$ cat src/hdl/mqgf_pkg.sv
package mqgf_pkg;

    // Default sizes
    localparam int NUM_QUEUES_DEF  = 16;
    localparam int QUEUE_DEPTH_DEF = 16;

    // Group size and the most groups one tick may form
    localparam int GROUP_SIZE = 4;
    localparam int MAX_GROUPS = 16;
    localparam int CNT_W      = 5;

    // Operation codes
    localparam logic [1:0] OP_ENQ    = 2'd0;
    localparam logic [1:0] OP_CANCEL = 2'd1;
    localparam logic [1:0] OP_TICK   = 2'd2;
    localparam logic [1:0] OP_UNUSED = 2'd3;

    // Result kinds
    localparam logic [1:0] KIND_ENQ    = 2'd0;
    localparam logic [1:0] KIND_CANCEL = 2'd1;
    localparam logic [1:0] KIND_GROUP  = 2'd2;

    typedef enum logic [3:0] {
        ST_IDLE,
        ST_DISPATCH,
        ST_RM_Q,
        ST_RM_RD,
        ST_RM_CK,
        ST_APPEND,
        ST_ANSWER,
        ST_TK_Q,
        ST_TK_RD,
        ST_TK_CK,
        ST_TK_EMIT,
        ST_TK_MV_RD,
        ST_TK_MV_CK
    } t_state;

    // Commands from controller to datapath
    typedef struct packed {
        logic load;       // capture the input transaction
        logic scan_init;  // queue index, group count and found flag to zero
        logic q_inc;      // next queue
        logic r_clr;      // read and write pointers to zero
        logic rd;         // read entry r of queue q
        logic rm_check;   // compare read word, keep or drop it
        logic fill_rm;    // fill of queue q takes write pointer, next queue
        logic append;     // append the id to the target queue if room
        logic answer;     // present the enqueue or cancel answer
        logic grp_cap;    // capture one group member
        logic grp_emit;   // present the group, pointer to four
        logic mv_write;   // move the read word four places down
        logic fill_sub;   // fill of queue q less four, next queue
    } t_cmd;

    // Status from datapath to controller
    typedef struct packed {
        logic [1:0] op;
        logic       id_zero;
        logic       q_end;
        logic       r_at_fill;
        logic       grp_ready;
        logic       cnt_full;
        logic       r_is_last_member;
    } t_status;

endpackage

$ cat src/hdl/mqgf_ctrl.sv
module mqgf_ctrl import mqgf_pkg::*; (
    input  logic    i_clk,
    input  logic    i_rst_n,
    input  logic    start,
    output logic    busy,
    input  t_status i_status,
    output t_cmd    o_cmd
);

    t_state r_state;
    t_state n_state;

    // State register
    always_ff @(posedge i_clk) begin
        if (!i_rst_n) begin
            r_state <= ST_IDLE;
        end else begin
            r_state <= n_state;
        end
    end

    // Next state
    always_comb begin
        n_state = r_state;
        case (r_state)
            ST_IDLE: begin
                if (start) n_state = ST_DISPATCH;
            end
            ST_DISPATCH: begin
                case (i_status.op)
                    OP_ENQ:    n_state = i_status.id_zero ? ST_ANSWER : ST_RM_Q;
                    OP_CANCEL: n_state = ST_RM_Q;
                    OP_TICK:   n_state = ST_TK_Q;
                    default:   n_state = ST_IDLE;
                endcase
            end
            ST_RM_Q: begin
                if (i_status.q_end) begin
                    n_state = (i_status.op == OP_ENQ) ? ST_APPEND : ST_ANSWER;
                end else begin
                    n_state = ST_RM_RD;
                end
            end
            ST_RM_RD: n_state = i_status.r_at_fill ? ST_RM_Q : ST_RM_CK;
            ST_RM_CK: n_state = ST_RM_RD;
            ST_APPEND: n_state = ST_ANSWER;
            ST_ANSWER: n_state = ST_IDLE;
            ST_TK_Q: begin
                if (i_status.q_end || i_status.cnt_full) begin
                    n_state = ST_IDLE;
                end else if (i_status.grp_ready) begin
                    n_state = ST_TK_RD;
                end
            end
            ST_TK_RD: n_state = ST_TK_CK;
            ST_TK_CK: n_state = i_status.r_is_last_member ? ST_TK_EMIT : ST_TK_RD;
            ST_TK_EMIT: n_state = ST_TK_MV_RD;
            ST_TK_MV_RD: n_state = i_status.r_at_fill ? ST_TK_Q : ST_TK_MV_CK;
            ST_TK_MV_CK: n_state = ST_TK_MV_RD;
            default: n_state = ST_IDLE;
        endcase
    end

    // Command outputs
    always_comb begin
        o_cmd = '0;
        case (r_state)
            ST_IDLE: o_cmd.load = start;
            ST_DISPATCH: o_cmd.scan_init = 1'b1;
            ST_RM_Q: o_cmd.r_clr = !i_status.q_end;
            ST_RM_RD: begin
                o_cmd.rd      = !i_status.r_at_fill;
                o_cmd.fill_rm = i_status.r_at_fill;
            end
            ST_RM_CK: o_cmd.rm_check = 1'b1;
            ST_APPEND: o_cmd.append = 1'b1;
            ST_ANSWER: o_cmd.answer = 1'b1;
            ST_TK_Q: begin
                if (!i_status.q_end && !i_status.cnt_full) begin
                    o_cmd.r_clr = i_status.grp_ready;
                    o_cmd.q_inc = !i_status.grp_ready;
                end
            end
            ST_TK_RD: o_cmd.rd = 1'b1;
            ST_TK_CK: o_cmd.grp_cap = 1'b1;
            ST_TK_EMIT: o_cmd.grp_emit = 1'b1;
            ST_TK_MV_RD: begin
                o_cmd.rd       = !i_status.r_at_fill;
                o_cmd.fill_sub = i_status.r_at_fill;
            end
            ST_TK_MV_CK: o_cmd.mv_write = 1'b1;
            default: o_cmd = '0;
        endcase
    end

    // Busy while working and while held in reset
    assign busy = (r_state != ST_IDLE) || !i_rst_n;

endmodule

$ cat config.mk
export PLATFORM = sky130hd
export DESIGN_NAME = mqgf_ctrl
export DESIGN_NICKNAME = d
export VERILOG_FILES = /design/src/hdl/mqgf_pkg.sv /design/src/hdl/mqgf_ctrl.sv
export SDC_FILE = /design/constraint.sdc
export NUM_CORES = 1
export LEC_CHECK = 0
export ABC_AREA = 1
export ABC_CLOCK_PERIOD_IN_PS = 1330
export BUFFER_PORTS_ARGS = -buffer_cell sky130_fd_sc_hd__buf_4
export CAP_MARGIN = 20
export CORE_AREA = 3 3 40 42
export CTS_CLUSTER_DIAMETER = 80
export DETAILED_ROUTE_END_ITERATION = 12
export DIE_AREA = 0 0 43 45
export MAX_ROUTING_LAYER = met4
export PLACE_DENSITY = 0.76
export SLEW_MARGIN = 25
export SYNTH_ARGS = -nofsm -noshare
export SYNTH_HDL_FRONTEND = slang
export SYNTH_SLANG_ARGS = --single-unit
$ cat constraint.sdc
create_clock -name i_clk -period 1.33 [get_ports i_clk]
set_input_delay 0.3325 -clock i_clk [delete_from_list [all_inputs] [get_ports i_clk]]
set_output_delay 0.3325 -clock i_clk [all_outputs]
set_load 0.02 [all_outputs]
==> impl_metrics.py, run 1 <==
metrics = {
    "floorplanning": {
        "start_util_pct": 36.5,
        "die_area_um2": 1940,
        "rows": 13,
        "die_h_um": 45,
        "pin_count": 25,
        "dieWidth_um": 43,
        "core_um2": 1280,
    },
    "setup_path": {
        "crit_path_max_fanout": 4,
        "worst-setup-path-type": "register to output pin",
        "worstPathArrival_ns": 1.20,
        "cp.required_ns": 1.00,
        "cp-start-kind": "register",
        "endpoint_kind": "output pin",
    },
    "final_layout": {
        "drive_above_1_share_pct": 59.5,
        "finalInstanceArea_um2": 986,
        "largest_register_ffs": 4,
        "top_regs": "r_state x4",
        "instances_no_fill": 146,
        "diodes": 0,
        "seq_area_um2": 95.1,
        "final_core_util_pct": 76.7,
        "final_nets": 144,
        "nFillCells": 108,
        "area_delta_synth_final_pct": 110,
        "multi_input_area_um2": 452,
        "largest_register": "r_state",
    },
    "hold_path": {
        "hp-class": "primary input to register",
    },
    "sta": {
        "setup_viol": 15,
        "worst_pin_slew_ns": 0.258,
        "fmax_mhz": 653,
        "setup_ws_ns": -0.201,
        "final.setup.tns_ns": -1.90,
        "final.min_clock_period_ns": 1.53,
        "slew_violations": 0,
        "hold_ws_ns": 0.318,
        "grt_setup_unrepaired": "yes",
        "timing.final.crit_share_pct": 115,
        "finalHoldViolCount": 0,
        "relSlewSlack_pct": 82.7,
        "finalClockSkew_ns": 0.00389,
    },
    "detailed_routing": {
        "antenna_left": 0,
        "wl_per_cell_um": 13.0,
        "viasPerCell": 5.05,
        "dr.pass1.iters": 4,
        "drt_wl_total_um": 1900,
        "drt_iter0_markers": 7,
        "num_vias": 737,
        "drc": 0,
    },
    "power_and_ir_drop": {
        "power_leakage_nw": 0.526,
        "power_mw": 1.76,
        "power_per_cell_area_nw_per_um2": 1780,
        "vdd_drop_max_uv": 1140,
    },
    "clock_tree": {
        "cts.clk_slew.worst_paths_ns": 0.04,
        "cts_tree": "yes",
        "clock_latency_ns": 0.24,
        "cts_made_buffers": 3,
        "root_buffer": "clkbuf_4",
        "cts_max_level": 1,
        "clockBufferDepth": 2,
        "cts_sinks": 4,
    },
    "synthesis": {
        "synth_commonest_cells": "nand2_1 (23), nor2_1 (21), inv_1 (18)",
        "netlist_area_um2": 469,
        "async_reset_ff_share_pct": 0,
        "seq_area_frac_synth_pct": 17.1,
        "syn_area_per_cell_um2": 5.05,
        "yosys.area.top_type_share_pct": 18.4,
        "synth_cell_types": 17,
        "synth_edf_count": 0,
        "synth_top_area_cell": "nand2_1",
        "ys.flop_type": "dfxtp_1",
        "yosys.cell_count.top_type": "nand2_1",
        "synth_cells": 93,
        "synth_fp_nets": 104,
        "synth-seq-cells": 4,
        "ys_top_cells_by_area": "nand2_1 (18%), dfxtp_1 (17%), nor2_1 (17%)",
        "yosysWarningCount": 0,
    },
    "outcome": {
        "violations": "setup timing",
        "status": "finished, violations left",
    },
    "global_routing": {
        "grt_pass1_vias": 745,
        "grt-ovfl-total": 0,
        "grt_pass1_wl_um": 3060,
        "grt_max_degree": 7,
        "antenna_found_initial": 0,
        "track_usage_pct": 22.0,
    },
    "flow_run": {
        "cap_violations": 0,
    },
    "placement": {
        "dp_slack_ns": -0.0211,
        "postPlaceCellArea_um2": 738,
        "io_buffer_count": 24,
        "dp.cells": 140,
        "place_congestion": 0.906,
        "place_hpwl_um": 1240,
    },
}
==> power by group <==
part	switching, mW	internal [mW]	total (mW)
combinational	0.729	0.597	1.33
sequential	0.0915	0.187	0.278
clock	0.0511	0.101	0.152
total	0.871	0.885	1.76
==> cell families after synthesis <==
| family | share of synthesized area (%) |
|---|---|
| buf+inv | 16.0 |
| flops | 17.1 |
| simple gates | 56.5 |
| compound gates | 10.4 |
==> layout make-up <==
cell class / count / area share (%)
multi-input cells: 69 / 45.8
repair buffers: 35 / 32.0
flip-flops and latches: 4 / 9.64
inverters: 20 / 8.38
clock buffers: 3 / 2.28
well taps: 15 / 1.90
==> critical path, stage by stage (launching register included) <==
cell and delay [ns]:
dfxtp_4 0.36, inv_2 0.06, buf_4 0.14, nand2_8 0.08
o221ai_2 0.16, buf_4 0.16
==> cells in the final DEF (no fill, tap or decap) <==
cell type	Yosys	final
nand2_4	0	4
a21oi_1	1	1
buf_4	0	21
o21ai_2	1	2
buf_6	0	14
inv_6	0	1
nor3_4	0	1
nand3_1	7	7
o22ai_1	1	1
o21bai_1	1	1
nor2_2	2	3
nor2_4	0	8
clkbuf_4	0	3
nand2_8	0	1
nor2_1	21	12
nand4_1	2	2
inv_1	18	11
o221ai_2	0	1
inv_4	0	1
dfxtp_4	0	4
o211ai_1	1	1
nand2_2	4	7
nand2_1	23	15
nor3_1	3	2
inv_2	2	7
==> path summary, 6_finish.rpt <==
check | startpoint | endpoint | slack [ns] | cells past startpoint
max | r_state[0] | o_cmd[8] | -0.20 | 5
min reg2reg | r_state[0] | r_state[0] | 0.80 | 5
min | i_rst_n | r_state[1] | 0.32 | 3
max reg2reg | r_state[2] | r_state[1] | -0.02 | 11
==> repair_timing <==
action	4_1_cts	5_1_grt
setup buffers	1	2
setup endpoints to repair	14	16
gates resized for setup	32	33
pin swaps	5	8
hold buffers	0	0
==> layer usage <==
| metal | GRT usage (%) | vias to the layer above | share of wire [%] |
|---|---|---|---|
| li1 | - | 367 | - |
| met1 | 20.6 | 322 | 36 |
| met2 | 39.8 | 38 | 54 |
| met3 | 4.78 | 10 | 7.5 |
| met4 | 15.7 | 0 | 3.1 |
| met5 | - | - | 0 |
(Power assumes the default switching activity.)
==> run 2: changes to the inputs <==
--- a/config.mk
+++ b/config.mk
@@ -13,6 +13,7 @@
 export CTS_CLUSTER_DIAMETER = 80
 export DETAILED_ROUTE_END_ITERATION = 12
 export DIE_AREA = 0 0 43 45
+export GPL_TIMING_DRIVEN = 0
 export MAX_ROUTING_LAYER = met4
 export PLACE_DENSITY = 0.76
 export SLEW_MARGIN = 25
==> run 2 against run 1 <==
  * The run still ends with setup timing left
  * Largest cell class unchanged
  * Critical path depth increased by 1
  * First-iteration DRC count increased by 29%
  * Clock skew decreased by 0.00083 ns
  * Register-to-register slack gained 0.09 ns
  * Highest routed layer unchanged
  * Design area fell by 6.9%
  * Sequential cell count did not move
  * Sequential power grew 9.7%
  * Clock power about the same
  * Final cell count is 4.1% lower
  * Worst hold slack got worse by 0.0067 ns
==> impl_metrics.py, run 2 (same netlist as run 1, synthesis figures left out) <==
metrics = {
    "power_and_ir_drop": {
        "power_mw": 1.49,
        "clockPowerShare_pct": 10.2,
        "p_sw_mw": 0.788,
        "vdd_drop_max_uv": 1040,
        "p_sw_share_pct": 52.9,
        "power_leakage_nw": 0.504,
        "p_comb_share_pct": 69.3,
        "seq_power_share_pct": 20.5,
        "power_per_cell_area_nw_per_um2": 1620,
        "internal-power_mw": 0.701,
    },
    "clock_tree": {
        "cts_made_buffers": 3,
        "clock_latency_ns": 0.24,
        "clockBufferDepth": 2,
        "holdBufCountCts": 0,
        "cts.clk_slew.worst_paths_ns": 0.04,
        "cts_tree": "yes",
        "cts_max_level": 1,
        "root_buffer": "clkbuf_4",
        "cts_sinks": 4,
    },
    "sta": {
        "hold_ws_ns": 0.311,
        "finalClockSkew_ns": 0.00307,
        "finalHoldViolCount": 0,
        "slew_violations": 0,
        "setup_viol": 14,
        "fmax_mhz": 646,
        "relSlewSlack_pct": 74.2,
        "timing.final.crit_share_pct": 116,
        "setup_ws_ns": -0.217,
        "final.min_clock_period_ns": 1.55,
        "grt_setup_unrepaired": "yes",
        "worst_pin_slew_ns": 0.384,
    },
    "detailed_routing": {
        "drt_iter0_markers": 9,
        "antenna_left": 0,
        "num_vias": 703,
        "drc": 0,
        "wl_per_cell_um": 12.0,
        "viasPerCell": 5.02,
        "dr.pass1.iters": 4,
        "drt_wl_total_um": 1680,
    },
    "final_layout": {
        "mostFrequentLayoutCells": "buf_4 (22), nand2_1 (17), inv_1 (12), nor2_1 (12)",
        "largest_register": "r_state",
        "drive_above_1_share_pct": 56.0,
        "instances_no_fill": 140,
        "nFillCells": 114,
        "largest_register_ffs": 4,
        "final_nets": 138,
        "layout_commonest_cell": "buf_4",
        "final_core_util_pct": 71.5,
        "diodes": 0,
        "seq_area_um2": 95.1,
        "area_delta_synth_final_pct": 95.7,
        "finalInstanceArea_um2": 918,
        "top_regs": "r_state x4",
        "multi_input_area_um2": 450,
    },
    "floorplanning": {
        "pin_count": 25,
        "die_area_um2": 1940,
        "start_util_pct": 36.5,
        "die_h_um": 45,
        "core_um2": 1280,
        "rows": 13,
        "dieWidth_um": 43,
    },
    "outcome": {
        "violations": "setup timing",
        "status": "finished, violations left",
    },
    "setup_path": {
        "worstPathArrival_ns": 1.21,
        "rrSetupSlack_ns": 0.07,
        "crit_path_max_fanout": 4,
        "endpoint_kind": "output pin",
        "worst-setup-path-type": "register to output pin",
        "cp-start-kind": "register",
        "cp.required_ns": 1.00,
    },
    "global_routing": {
        "track_usage_pct": 16.9,
        "antenna_found_initial": 0,
        "grt_pass1_wl_um": 2460,
        "grt-ovfl-total": 0,
        "grt_max_degree": 7,
        "grt_pass1_vias": 623,
    },
    "placement": {
        "io_buffer_count": 24,
        "dp.cells": 132,
        "place_hpwl_um": 1140,
        "place_congestion": 0.869,
        "postPlaceCellArea_um2": 678,
    },
    "hold_path": {
        "hp-class": "primary input to register",
    },
    "flow_run": {
        "cap_violations": 0,
    },
}
[run 2: layout make-up]
cell class	instances	share of cell area (%)
Multi-Input combinational cell	69	49.0
Timing Repair Buffer	29	26.6
Sequential cell	4	10.4
Inverter	20	9.54
Clock buffer	3	2.45
Tap cell	15	2.04
[run 2: power groups by stage]
stage	combinational, mW	clock, mW	sequential, mW
3_5_place_dp	0.739	0	0.216
2_1_floorplan	0.518	0	0.205
6_report	1.03	0.152	0.305
4_1_cts	0.858	0.155	0.261
5_1_grt	1.12	0.160	0.316
3_3_place_gp	0.734	0	0.217
[run 2: worst max-delay path: stages, from the launching register on]
cell     delay, ns
dfxtp_4       0.37
inv_6         0.09
nand2_8       0.05
nor2_4        0.16
nand3_2       0.09
o21ai_2       0.07
buf_6         0.13
[run 2: per-layer routing]
metal | share of wire [%] | wire length [um] | vias up | GRT usage (%)
li1 | - | - | 354 | -
met1 | 39 | 654 | 311 | 19.0
met2 | 50 | 838 | 32 | 29.6
met3 | 8.0 | 134 | 6 | 1.99
met4 | 3.1 | 52 | 0 | 8.43
met5 | 0 | 0 | - | -
[run 2: repair_timing]
action	CTS	global route
pin swaps	2	7
gates cloned	0	0
setup buffers	1	4
setup endpoints to repair	14	14
resized for setup	35	23
[run 2: worst paths after layout]
check                           cells after the start         end        from
worst max-delay path                                6    o_cmd[9]  r_state[3]
worst min-delay path                                3  r_state[1]     i_rst_n
worst max register to register                      8  r_state[0]  r_state[3]
worst min register to register                      5  r_state[0]  r_state[2]
[run 2: stage by stage]
step	TNS, ns	worst slack (ns)
final	-1.77	-0.217
after global routing	-2.58	-0.293
after CTS	-1.47	-0.180
after detailed placement	-0.126	-0.0444
after global placement	-0.105	-0.0523
after floorplan	-0.00215	-0.00215
